`src/rtl/lkvc_pkg.sv`:
```
// lkvc_pkg: request and response beat types and fixed field widths
// for the lru key-value cache; no dependencies
package lkvc_pkg;

	localparam int KEY_W    = 32;
	localparam int VAL_W    = 32;
	localparam int CAP_BITS = 4;

	localparam logic [CAP_BITS-1:0] CAP_RESET = 4'd2;

	localparam logic REQ_GET = 1'b0;
	localparam logic REQ_PUT = 1'b1;

	typedef struct packed {
		logic             req_type;
		logic [KEY_W-1:0] key;
		logic [VAL_W-1:0] value;
	} req_t;

	typedef struct packed {
		logic             hit;
		logic [VAL_W-1:0] read_value;
		logic             evicted;
		logic [KEY_W-1:0] evicted_key;
	} rsp_t;

endpackage

```
`src/rtl/lru_key_value_cache_top.sv`:
```
// lru_key_value_cache_top: fully associative key-value cache with lru replacement
// depends on lkvc_pkg for the beat types and field widths
//
// channel  dir  handshake             beat
// req      in   req_valid/req_ready   req_t: req_type, key, value
// rsp      out  rsp_valid/rsp_ready   rsp_t: hit, read_value, evicted, evicted_key
// cfg      in   cfg_valid/cfg_ready   cfg_data: capacity
//
// one request per cycle while rsp is not stalled; a response passes through
// the input register, then lookup and table update, then the response register
// all keys are compared in parallel and ranks are updated in the same cycle
// arst_n clears valid marks, ranks, fill count, capacity (to 2) and both valids
// a stalled response holds the request register, which then back-pressures req
// cfg_ready is always high
module lru_key_value_cache_top
	import lkvc_pkg::*;
#(
	parameter int ENTRIES  = 8,
	parameter int KEY_BITS = 32
) (
	input  logic                clk,
	input  logic                arst_n,
	input  logic                req_valid,
	output logic                req_ready,
	input  req_t                req,
	output logic                rsp_valid,
	input  logic                rsp_ready,
	output rsp_t                rsp,
	input  logic                cfg_valid,
	output logic                cfg_ready,
	input  logic [CAP_BITS-1:0] cfg_data
);

	localparam int KW = (KEY_BITS < KEY_W) ? KEY_BITS : KEY_W;
	localparam int RW = $clog2(ENTRIES);
	localparam int CW = $clog2(ENTRIES + 1);
	localparam int XW = (CW > CAP_BITS) ? CW : CAP_BITS;

	req_t                req_s1;
	logic                vld_s1;
	rsp_t                rsp_s2;
	logic                vld_s2;
	logic [CAP_BITS-1:0] cap_q;

	logic [KW-1:0]       key_q   [ENTRIES];
	logic [VAL_W-1:0]    value_q [ENTRIES];
	logic [RW-1:0]       rank_q  [ENTRIES];
	logic [ENTRIES-1:0]  valid_q;
	logic [CW-1:0]       count_q;

	logic                adv;
	logic [KW-1:0]       k;
	logic                is_put;
	logic [ENTRIES-1:0]  hit_vec;
	logic                hit_any;
	logic [RW-1:0]       hit_rank;
	logic [VAL_W-1:0]    hit_val;
	logic                full;
	logic [CW-1:0]       cnt_m1;
	logic [RW-1:0]       last_rank;
	logic [ENTRIES-1:0]  victim_vec;
	logic [KW-1:0]       victim_key;
	logic [ENTRIES-1:0]  valid_left;
	logic [ENTRIES-1:0]  free_vec;
	logic [ENTRIES-1:0]  slot_vec;
	logic                do_ins;
	logic                do_evict;
	logic [RW-1:0]       rank_d  [ENTRIES];
	logic [ENTRIES-1:0]  valid_d;
	logic [CW-1:0]       count_d;
	logic [ENTRIES-1:0]  wr_key;
	logic [ENTRIES-1:0]  wr_val;
	rsp_t                rsp_d;

	assign adv       = vld_s1 && (!vld_s2 || rsp_ready);
	assign req_ready = !vld_s1 || adv;
	assign rsp_valid = vld_s2;
	assign rsp       = rsp_s2;
	assign cfg_ready = 1'b1;

	assign k      = req_s1.key[KW-1:0];
	assign is_put = (req_s1.req_type == REQ_PUT);

	always_comb begin
		hit_vec    = '0;
		hit_rank   = '0;
		hit_val    = '0;
		victim_vec = '0;
		victim_key = '0;
		full       = ((cap_q == '0) ? (count_q != '0)
			: (XW'(count_q) >= XW'(cap_q))) || (count_q == CW'(ENTRIES));
		cnt_m1     = count_q - CW'(1);
		last_rank  = cnt_m1[RW-1:0];
		for (int i = 0; i < ENTRIES; i++) begin
			hit_vec[i] = valid_q[i] && (key_q[i] == k);
			if (hit_vec[i]) begin
				hit_rank = hit_rank | rank_q[i];
				hit_val  = hit_val | value_q[i];
			end
			victim_vec[i] = full && valid_q[i] && (rank_q[i] == last_rank);
			if (victim_vec[i]) begin
				victim_key = victim_key | key_q[i];
			end
		end
		hit_any    = |hit_vec;
		do_ins     = !hit_any && is_put;
		do_evict   = do_ins && full;
		valid_left = valid_q & ~victim_vec;
		free_vec   = ~valid_left;
		slot_vec   = free_vec & (~free_vec + ENTRIES'(1));
	end

	always_comb begin
		valid_d = valid_q;
		count_d = count_q;
		wr_key  = '0;
		wr_val  = '0;
		for (int j = 0; j < ENTRIES; j++) begin
			rank_d[j] = rank_q[j];
		end
		if (hit_any) begin
			// promote the hit entry, age the more recent ones
			for (int j = 0; j < ENTRIES; j++) begin
				if (hit_vec[j]) begin
					rank_d[j] = '0;
				end else if (valid_q[j] && (rank_q[j] < hit_rank)) begin
					rank_d[j] = rank_q[j] + RW'(1);
				end
			end
			if (is_put) begin
				wr_val = hit_vec;
			end
		end else if (is_put) begin
			// optional eviction, then insert at the lowest free slot
			for (int j = 0; j < ENTRIES; j++) begin
				if (slot_vec[j]) begin
					rank_d[j]  = '0;
					valid_d[j] = 1'b1;
				end else if (valid_left[j]) begin
					rank_d[j] = rank_q[j] + RW'(1);
				end else if (victim_vec[j]) begin
					rank_d[j]  = '0;
					valid_d[j] = 1'b0;
				end
			end
			wr_key  = slot_vec;
			wr_val  = slot_vec;
			count_d = count_q - CW'(do_evict) + CW'(1);
		end
	end

	always_comb begin
		rsp_d.hit         = hit_any;
		rsp_d.read_value  = (hit_any && !is_put) ? hit_val : '0;
		rsp_d.evicted     = do_evict;
		rsp_d.evicted_key = do_evict ? KEY_W'(victim_key) : '0;
	end

	always_ff @(posedge clk or negedge arst_n) begin
		if (!arst_n) begin
			vld_s1 <= 1'b0;
		end else if (req_ready) begin
			vld_s1 <= req_valid;
		end
	end

	always_ff @(posedge clk) begin
		if (req_valid && req_ready) begin
			req_s1 <= req;
		end
	end

	always_ff @(posedge clk or negedge arst_n) begin
		if (!arst_n) begin
			vld_s2 <= 1'b0;
		end else if (adv) begin
			vld_s2 <= 1'b1;
		end else if (rsp_ready) begin
			vld_s2 <= 1'b0;
		end
	end

	always_ff @(posedge clk) begin
		if (adv) begin
			rsp_s2 <= rsp_d;
		end
	end

	always_ff @(posedge clk or negedge arst_n) begin
		if (!arst_n) begin
			cap_q <= CAP_RESET;
		end else if (cfg_valid && cfg_ready) begin
			cap_q <= cfg_data;
		end
	end

	always_ff @(posedge clk or negedge arst_n) begin
		if (!arst_n) begin
			valid_q <= '0;
			count_q <= '0;
			for (int j = 0; j < ENTRIES; j++) begin
				rank_q[j] <= '0;
			end
		end else if (adv) begin
			valid_q <= valid_d;
			count_q <= count_d;
			for (int j = 0; j < ENTRIES; j++) begin
				rank_q[j] <= rank_d[j];
			end
		end
	end

	always_ff @(posedge clk) begin
		for (int j = 0; j < ENTRIES; j++) begin
			if (adv && wr_key[j]) begin
				key_q[j] <= k;
			end
			if (adv && wr_val[j]) begin
				value_q[j] <= req_s1.value;
			end
		end
	end

endmodule

```
`config.mk`:
```
export PLATFORM = sky130hd
export DESIGN_NAME = lru_key_value_cache_top
export DESIGN_NICKNAME = d
export VERILOG_FILES = /design/src/rtl/lkvc_pkg.sv /design/src/rtl/lru_key_value_cache_top.sv
export SDC_FILE = /design/constraint.sdc
export NUM_CORES = 1
export LEC_CHECK = 0
export BUFFER_PORTS_ARGS = -buffer_cell sky130_fd_sc_hd__buf_2
export CAP_MARGIN = 0
export CORE_MARGIN = 2
export CORE_UTILIZATION = 30
export CTS_BUF_LIST = sky130_fd_sc_hd__clkbuf_8 sky130_fd_sc_hd__clkbuf_16
export DETAILED_ROUTE_END_ITERATION = 8
export SLEW_MARGIN = 0
export SYNTH_ARGS = -nofsm -noshare
export SYNTH_HDL_FRONTEND = slang
export SYNTH_SLANG_ARGS = --single-unit
```
`constraint.sdc`:
```
create_clock -name clk -period 6.35 [get_ports clk]
set_input_delay 0 -clock clk [delete_from_list [all_inputs] [get_ports clk]]
set_output_delay 0 -clock clk [all_outputs]
set_load 0.03 [all_outputs]
```
==> flow_results.org <==
** Run status
- The flow ran to the end, and the final reports show no timing, DRC or antenna violations.

** STA
- Setup violations, final :: 0
- Sum Neg Setup Slack :: 0 ns
- Post-layout minimum cycle time :: 5.62 ns
- Max-slew headroom :: about 15%
- Dividing the final minimum period by the clock period gives around 89%.
- The final max-slew violation count was 0.
- Across the routed clock network, the largest skew measured is 0.0196 ns.
- Static timing analysis puts the maximum clock frequency at about 0.18 GHz.
- Slew at the pin closest to its max-slew limit :: 1.28 ns
- Setup repair after global routing left no endpoint under its margin.
- Number of endpoints with negative hold slack in the final report :: 0
- Setup slack on the critical path of the routed design comes to 0.730 ns.

** Synthesis
- Number of synthesized flops with an enable pin :: 643
- In the synthesized netlist, the number of instances is 1880.
- Leading cell types by total area after synthesis :: sky130_fd_sc_hd__edfxtp_1 (66%), sky130_fd_sc_hd__xnor2_1 (6.4%), sky130_fd_sc_hd__dfrtp_1 (3.5%)
- Largest area contributor in the synthesized netlist :: sky130_fd_sc_hd__edfxtp_1
- Leading register cell type out of synthesis :: sky130_fd_sc_hd__edfxtp_1
- Synthesized netlist net count :: 1989
- A synthesized cell averages 15.5 um^2.
- The synthesized netlist contains between 70 and 80 unique library cells.
- Combinational family with the most area after synthesis :: compound AO/OA/AOI/OAI gates
- The synthesized netlist devotes 5.70% of its cell area to simple gates.
- Arithmetic-cell share of the synthesized area counting full adders, half adders and majority gates :: roughly 1.5%
- Post-Syn Area :: 29100 um^2
- Xor and xnor fraction of the mapped netlist area :: ~8.5%
- Yosys printed 0 warnings.
- Fraction of the mapped netlist area in compound gates :: 11.2%
- In the synthesized netlist, mux cells make up 0.568% of the area.
- Post-synthesis sequential element count :: 685
- After synthesis, the share of flip-flops with an asynchronous set or reset is 6.13%.
- Part of the Yosys area used for sequential elements :: between 70% and 80%
- Area share of the largest cell type after synthesis :: roughly two thirds

** Setup path
- The worst register-to-register path has a depth of 12.
- Maximum fanout count along the critical path :: between 40 and 50
- Number of gates on the worst path with buffers counted :: 12
- Data arrives at the worst endpoint at just over 6 ns.
- Number of buffer and inverter stages on the critical path :: 0
- The critical path is of the register to register type.
- Crit path max-delay cell type :: sky130_fd_sc_hd__and3_2
- STA classifies the critical path startpoint as a register.
- STA puts the critical path data required time at approximately 6.9 ns.
- The signal on the critical path passes through xnor2_1, nand4_1, nor4_1, and3_2, a22oi_1, and3_1, ha_1, o21ai_0, a31oi_1, o211a_1, or4b_1, o211ai_1.
- Largest delay contributor family on the critical path :: simple AND/OR/NAND/NOR gates
- STA classifies the critical path endpoint as a register.
- CP peak stage delay :: 1.05 ns

** Global route
- Global-route usage over all layers :: between 10% and 20%
- Vias in the first global route :: 17928
- Global-route wire length before repair :: 127000 um
- Largest net degree at the start of global routing :: 46
- Number of antenna violations at the first check in global routing :: 2
- Global route total overflow :: 0

** Drt
- Iteration count of the initial detailed-routing pass :: 5
- The detailed router placed 18508 vias in this run.
- Violation count after the first detailed-routing iteration :: 2342
- Post-detailed-route count of antenna-violating nets :: 0
- Sum of routed wire length over all layers :: 88300 um
- After detailed routing, the number of remaining DRC violations is 0.
- In the final routed layout, each cell accounts on average for 25.6 um.
- After detailed routing, the number of vias per cell comes to 5.37.

** Die
- The die covers 99500 um^2.
- Die Wd :: roughly 320 um
- Placeable core region :: 96400 um^2
- I/O pin count :: between 100 and 150
- Rows :: 114
- Overall die height :: 315 um
- Once the floorplan was initialized, standard cells occupied 30.2% of the core.

** Layout
- For this run, the share of the core covered by cells in the final layout is 35.9%.
- The number of antenna diodes in the final layout is 0.
- Net total in the final layout :: roughly 2200
- Final instance area :: 34600 um^2
- Leaving out fill and tap cells, the most frequent cell in the layout is sky130_fd_sc_hd__edfxtp_1.
- Layout cell share with drive strength beyond 1 :: 16.5%
- Area added between synthesis and finish :: 18.9%
- The library cells used most frequently in the layout, excluding fill and tap cells, are sky130_fd_sc_hd__edfxtp_1 (643), sky130_fd_sc_hd__xnor2_1 (214), sky130_fd_sc_hd__buf_2 (141), sky130_fd_sc_hd__a22oi_1 (132), sky130_fd_sc_hd__dlygate4sd3_1 (80).

** Power and ir drop
- Power comes to 14.2 mW.
- In this run the static leakage power is ~11 nW.
- Cell area power density :: 409 nW/um^2
- Peak ir drop on the vdd network :: approximately 0.24 mV

** Place
- The congestion estimate from routability-driven global placement came to 0.952.
- The HPWL after detailed placement is 56300 um.
- Setup WS pre-CTS :: 0.854 ns
- During placement, the flow inserted port buffers numbering 141.
- Total cell area at the placement stage :: 31300 um^2

** Clocking
- The later pin in the worst-skew pair is clocked with a latency of 0.63 ns.
- The number of setup buffers added after CTS is 0.
- CTS placed an instance of sky130_fd_sc_hd__clkbuf_16 at the clock tree root.
- Number of sinks driven by the clock tree :: 685
- CTS built an H-tree with a depth of 3.
- Clock tree synthesis inserted a total of 75 buffers.
- TritonCTS clock tree :: done
- In this run, post-CTS repair resized a total of 0 instances.
- Clock transition at the registers of the reported paths :: approximately 0.060 ns
- No sink is reached through more buffers than the 3 on the longest clock path.

** Min path
- Worst hold path class :: primary input to async pin

** Flow run
- Max-capacitance violation count :: 0
## cell type report
type / instances / area (um^2)
clock buffers: 77 / 1930
clock inverters: 62 / 598
fillers: 9196 / 61800
inverters: 41 / 156
multi-input cells: 1045 / 8150
flip-flops and latches: 685 / 20400
well taps: 1276 / 1600
repair buffers: 261 / 1810
## worst paths after layout
check	from	slack (ns)	to
worst max-delay path	k[11]$_DFFE_PP_	0.73	rank_q[17]$_DFFE_PN0P_
worst min-delay path	arst_n	0.01	cap_q[0]$_DFFE_PN0P_
worst max register to register	k[11]$_DFFE_PP_	0.73	rank_q[17]$_DFFE_PN0P_
worst min register to register	vld_s1$_DFFE_PN0N_	0.49	rsp_valid$_DFFE_PN0P_
max in group asynchronous	arst_n	5.88	rsp_valid$_DFFE_PN0P_
min in group clk	req[5]	0.08	req_s1[5]$_DFFE_PP_
## worst register-to-register path, cell delays in order (launching register included)
cell,delay [ns]
sky130_fd_sc_hd__edfxtp_1,0.70
sky130_fd_sc_hd__xnor2_1,0.59
sky130_fd_sc_hd__nand4_1,0.17
sky130_fd_sc_hd__nor4_1,0.94
sky130_fd_sc_hd__and3_2,1.05
sky130_fd_sc_hd__a22oi_1,0.18
sky130_fd_sc_hd__and3_1,0.41
sky130_fd_sc_hd__ha_1,0.33
sky130_fd_sc_hd__o21ai_0,0.18
sky130_fd_sc_hd__a31oi_1,0.11
sky130_fd_sc_hd__o211a_1,0.23
sky130_fd_sc_hd__or4b_1,0.49
sky130_fd_sc_hd__o211ai_1,0.17
## registers in the layout, summed over array words and instances (netlist names)
name       cells
req_s1        32
vld_s1         1
cap_q          4
value_q      256
count_q        4
key_q        256
rank_q        24
rsp           66
k             32
is_put         1
rsp_valid      1
valid_q        8
## cell usage after synthesis, types with 9 or more instances
| master | n |
|---|---|
| sky130_fd_sc_hd__inv_1 | 39 |
| sky130_fd_sc_hd__buf_2 | 23 |
| sky130_fd_sc_hd__xor2_1 | 57 |
| sky130_fd_sc_hd__nand2b_1 | 12 |
| sky130_fd_sc_hd__nor2_1 | 31 |
| sky130_fd_sc_hd__mux2i_1 | 9 |
| sky130_fd_sc_hd__ha_1 | 35 |
| sky130_fd_sc_hd__nand2_1 | 46 |
| sky130_fd_sc_hd__a21oi_1 | 9 |
| sky130_fd_sc_hd__nand4_1 | 63 |
| sky130_fd_sc_hd__nor3_1 | 17 |
| sky130_fd_sc_hd__edfxtp_1 | 643 |
| sky130_fd_sc_hd__a31oi_1 | 76 |
| sky130_fd_sc_hd__a22oi_1 | 132 |
| sky130_fd_sc_hd__a22o_1 | 71 |
| sky130_fd_sc_hd__xnor2_1 | 214 |
| sky130_fd_sc_hd__nand3_1 | 23 |
| sky130_fd_sc_hd__a221oi_1 | 66 |
| sky130_fd_sc_hd__dfrtp_1 | 41 |
| sky130_fd_sc_hd__clkbuf_1 | 55 |
| sky130_fd_sc_hd__o21ai_0 | 34 |
| sky130_fd_sc_hd__nor4_1 | 26 |
| sky130_fd_sc_hd__and3_1 | 18 |
| sky130_fd_sc_hd__buf_4 | 22 |
## metal layers
layer | part of all wire (%) | wire [um] | track usage, %
met5 | 0.0091 | 8 | 0
met4 | 3.1 | 2710 | 6.04
met3 | 8.4 | 7440 | 3.37
met2 | 46 | 40700 | 27.1
met1 | 42 | 37400 | 24.2
## timing repair
item,4_1_cts,5_1_grt
setup endpoints to repair,0,0
endpoints found under the hold margin,119,0
hold buffers,80,0
## report_power, final
group          switching, mW  internal (mW)  leakage, nW
clock                   1.83           2.63         1.24
sequential             0.546           5.68         6.39
combinational           2.29           1.19         3.64
total                   4.66           9.50         11.3
## stage by stage
step           instances  hold WS (ns)
6_report            3447        0.0105
2_1_floorplan       1880        -0.296
4_1_cts             3447        0.0225
3_5_place_dp        3228         0.149
5_1_grt             3447        0.0792
3_3_place_gp        3228         0.142
## cell families after synthesis
kind of cell | after synthesis
muxes | 15
xor gates and xnor gates | 276
buffers and inverters | 150
other | 1
and+or+nand+nor | 283
DFF | 685
AOI/OAI and AO/OA | 435
adders and majority gates | 35
Power figures use the tool's default switching activity.
